==> config.mk <==
export PLATFORM = sky130hd
export DESIGN_NAME = kwc_ram
export DESIGN_NICKNAME = d
export VERILOG_FILES = /design/src/hdl/kwc_ram.sv
export SDC_FILE = /design/constraint.sdc
export NUM_CORES = 2
export LEC_CHECK = 0
export ABC_CLOCK_PERIOD_IN_PS = 4750
export BUFFER_PORTS_ARGS = -buffer_cell sky130_fd_sc_hd__buf_2
export CAP_MARGIN = 0
export CELL_PAD_IN_SITES_DETAIL_PLACEMENT = 0
export CELL_PAD_IN_SITES_GLOBAL_PLACEMENT = 1
export CORE_MARGIN = 2
export CORE_UTILIZATION = 50
export CTS_CLUSTER_SIZE = 14
export DETAILED_ROUTE_END_ITERATION = 12
export PLACE_DENSITY = 0.72
export SYNTH_ARGS = -nofsm -noshare
export SYNTH_HDL_FRONTEND = slang
export SYNTH_SLANG_ARGS = --single-unit
==> constraint.sdc <==
create_clock -name clk_i -period 4.75 [get_ports clk_i]
set_clock_uncertainty 0.05 [all_clocks]
set_input_delay 0.2375 -clock clk_i [delete_from_list [all_inputs] [get_ports clk_i]]
set_output_delay 0.2375 -clock clk_i [all_outputs]
set_load 0.05 [all_outputs]
==> src/hdl/kwc_ram.sv <==
`timescale 1ns / 1ps
// ----------------------------------------------------------------------------
// Generic RAM
// One write port and one read port with registered read data.
// ----------------------------------------------------------------------------
module kwc_ram #(
  parameter int WIDTH = 64,
  parameter int DEPTH = 32
) (
  input  logic                     clk_i,
  input  logic                     we_i,
  input  logic [$clog2(DEPTH)-1:0] waddr_i,
  input  logic [WIDTH-1:0]         wdata_i,
  input  logic                     re_i,
  input  logic [$clog2(DEPTH)-1:0] raddr_i,
  output logic [WIDTH-1:0]         rdata_o
);

  logic [WIDTH-1:0] mem_q [DEPTH];

  always_ff @(posedge clk_i) begin
    if (we_i) begin
      mem_q[waddr_i] <= wdata_i;
    end
    if (re_i) begin
      rdata_o <= mem_q[raddr_i];
    end
  end

endmodule

; Yosys cells after proc, flatten, opt, wreduce, memory -nomap -nowiden
; Memories as Yosys holds them, arrays and structs flattened. A register that Yosys moved wholly into a read port is not among the register bits.
; Index checks and enable logic that the tools add are counted.
[op_classes]
n_mux = 2
[ops]
columns = op, count
row1 = $mux 1, 2
[word_totals]
register_bits = 0
ram_bits = 2048
inputBits = 77
out_inout_bits = 64
n_memories = 1
[memory_table]
columns = memory, words, width, read_ports, rd_ports_with_merged_regs, wr, line
row1 = mem_q, 32, 64, 1, 1, 1, 19  ; logic [WIDTH-1:0] mem_q [DEPTH];

; Longest topological paths before layout
[depth]
depth_word = 2
mapped_depth = 9
depth_no_buf = 4

; Worst setup path before layout
; Ideal clock, no wire load.
[synth_path]
kind = input-to-reg
from = input port waddr_i[1]
to = memory mem_q[12][0], enable pin
t_arrival_ns = 3.573
t_required_ns = 4.214
setup_slack_ns = 0.640
cell_stages = 3
path_buffers = 1
path_cell_list = or3b_2 > clkbuf_1 > nor2_1
[synth_rtl]
columns = element, line
row1 = "start, declared", 12  ; input logic [$clog2(DEPTH)-1:0] waddr_i,
row2 = "end, declared", 19
; No word-level cell before the write port.

==> flow_summary.ini <==
[cts]
cts.root.buffer_cell = sky130_fd_sc_hd__clkbuf_16
cts.sinks = 2112
clockBufferDepth = 3
post_cts.resized_instances = 0
numCtsBuffers = 201
htree_num_levels = 4
worst_setup_hold_path_clk_slew_ps = 60
tritoncts = yes
clkLatencyLatePin_ps = 830

[sta]
worst_slew_margin_rel_pct = 12.8
timing.setup.tns_ps = 0
final-hold-violation-count = 0
finalSetupViolCount = 0
fin_crit_sh_pct = 47.4
finalHoldWorstSlack_ps = 132
worstMarginPinSlew_ps = 1300
max_clock_freq_mhz = 444
timing.final.crit_period_ps = 2250
finalMaxSlewViolations = 0
grt_setup_unrepaired = no

[pwr]
total_power_mw = 38.1
cellPowerDensity_nw_per_um2 = 420
ir_drop_mv = 0.389
p_leak_nw = 28.2

[drt]
drc = 0
drtIter0Drc = 4669
routed_wire_length_per_instance_um = 33.6
finalWirelength_um = 191000
vias_cell = 6.35
wirelength_met1_um = 75900
routed-wl-met2_um = 93500
dr_wl_met3_um = 17100
route.top_layer_used = met5
via_count = 36200
antenna_left = 0
drtPass1Iterations = 5

[synth]
syn-num-nets = 3174
number_of_unique_standard_cell_types_used_by_synthesis = 30
syn_area_per_cell_sq_um = 25.7
seq_area_frac_synth_pct = 79.7
synth_seq_cells = 2112
synth.yosys.warnings = 0
largest_cells_by_area_after_synthesis = sky130_fd_sc_hd__edfxtp_1 80%, sky130_fd_sc_hd__mux4_2 17%, sky130_fd_sc_hd__mux2_2 1.0%
post_synth_instance_area_sq_um = 79600
synthDominantCellAreaShare_pct = 79.7
netlist.top_cell.by_area = sky130_fd_sc_hd__edfxtp_1
syn_inst = 3097

[worst_setup_path]
worst-endpoint-required_ps = 5260
critPathArrivalTime_ps = 2760
crit_type = in2reg
critPathMaxFanout = 59
worst_setup_path_end_kind = flop
ff2ff_path_depth = 3
start_kind = input pin

[floorplan]
die_width_um = 403
boundaryPins = 141
die_area_sq_um = 162000
floorplan.initialDensity_pct = 50.3
std_cell_rows = 146
die_h_um = 403
core_region_area_sq_um = 158000

[place]
buffer_ports.inserted = 140
dpl.hpwl_um = 96500
gp_congestion = 0.745
place.detailed.instances = 5267

[cells_and_area]
mostFrequentLayoutCell = sky130_fd_sc_hd__edfxtp_1
postLayoutCoreUtil_pct = 57.4
highest_count_cells_in_the_layout_ignoring_fill_and_taps = 2,112 x sky130_fd_sc_hd__edfxtp_1, 602 x sky130_fd_sc_hd__mux4_2, 202 x sky130_fd_sc_hd__clkbuf_16, 134 x sky130_fd_sc_hd__buf_2, 74 x sky130_fd_sc_hd__mux2_2
areaGrowthSynthToFinish_pct = 14.0
fill_cells = 11100
layoutNonFillerInstCount = 5696
number_of_nets_in_the_final_layout = 3540
drive_above_1_share_pct = 33.9

[global_routing]
grt_pass1_vias = 37000
grt_overflow = 0
pin_count_of_the_biggest_net_entering_global_routing = 76
grt_pass1_wl_um = 270000
antenna_found_initial = 16
groute.usage.overall_pct = 23.7

[hold_path]
min_path_cells = 3
hold_path_class = in2reg

[run_status]
outcome = complete, no violations

[job]
max_cap_viol_count = 0
## area by class of cell
type	instances	area, sq um	share of cell area (%)
clock buffer	250	5240	5.77
timing repair buffer	319	2790	3.07
clock inverter	111	1010	1.12
sequential	2112	63400	69.9
multi-input combinational	828	15700	17.3
inverter	1	3.75	0.00414
antenna	3	7.51	0.00827
tap	2072	2590	2.86
## cell usage after synthesis (all sizes together)
master	number
a211oi	3
a221oi	12
a22o	1
a22oi	3
and2	4
buf	101
clkbuf	55
edfxtp	2112
inv	1
mux2	74
mux2i	38
mux4	602
nand2	3
nand2b	2
nand3	2
nand3b	5
nor2	41
nor2b	4
o211ai	3
o21ai	9
o221ai	3
o22ai	10
o2bb2ai	3
o31a	3
or3	1
or3b	2
## registers in the layout, indices dropped and copies added, names as in the netlist
register  count
mem_q      2048
rdata_o      64
## logic make-up after synthesis
family          after synthesis  synth area share [%]
simple gates                 64                 0.376
buf+inv                     157                 0.937
mux                         714                  18.6
flops                      2112                  79.7
compound gates               50                 0.462
## report_power, final
group | switching [mW] | internal, mW
clock | 6.78 | 8.43
sequential | 0.0911 | 20.8
combinational | 1.17 | 0.810
## worst paths after layout
| check | start | to | slack (ps) |
|---|---|---|---|
| max | raddr_i[0] | rdata_o[58] | 2500 |
| min | raddr_i[4] | rdata_o[60] | 130 |
| max reg2reg | mem_q[29][30] | rdata_o[30] | 2710 |
| min reg2reg | mem_q[4][0] | rdata_o[0] | 820 |
## stage by stage
step | worst slack, ps | cell area, sq um
floorplan | 640 | 79600
global placement | 1660 | 83800
detailed placement | 1600 | 83800
CTS | 2480 | 90700
global route | 2380 | 90700
finish | 2500 | 90700
## worst max-delay path, cell delays in order
cell and delay [ps]:
sky130_fd_sc_hd__buf_8 540, sky130_fd_sc_hd__buf_4 530, sky130_fd_sc_hd__mux4_2 600, sky130_fd_sc_hd__mux4_2 500
sky130_fd_sc_hd__mux2_2 300
## per-layer routing
| layer | track usage (%) | vias to the layer above |
|---|---|---|
| li1 | - | 14300 |
| met1 | 34.1 | 19800 |
| met2 | 37.8 | 1833 |
| met3 | 4.67 | 299 |
| met4 | 6.23 | 22 |
| met5 | 0 | - |
## repair_timing
item	4_1_cts	5_1_grt
hold endpoints to repair	2066	0
hold buffers	65	0
setup buffers	0	0
endpoints found under the setup margin	0	0
Note: power is estimated with default switching activity, not from simulation.
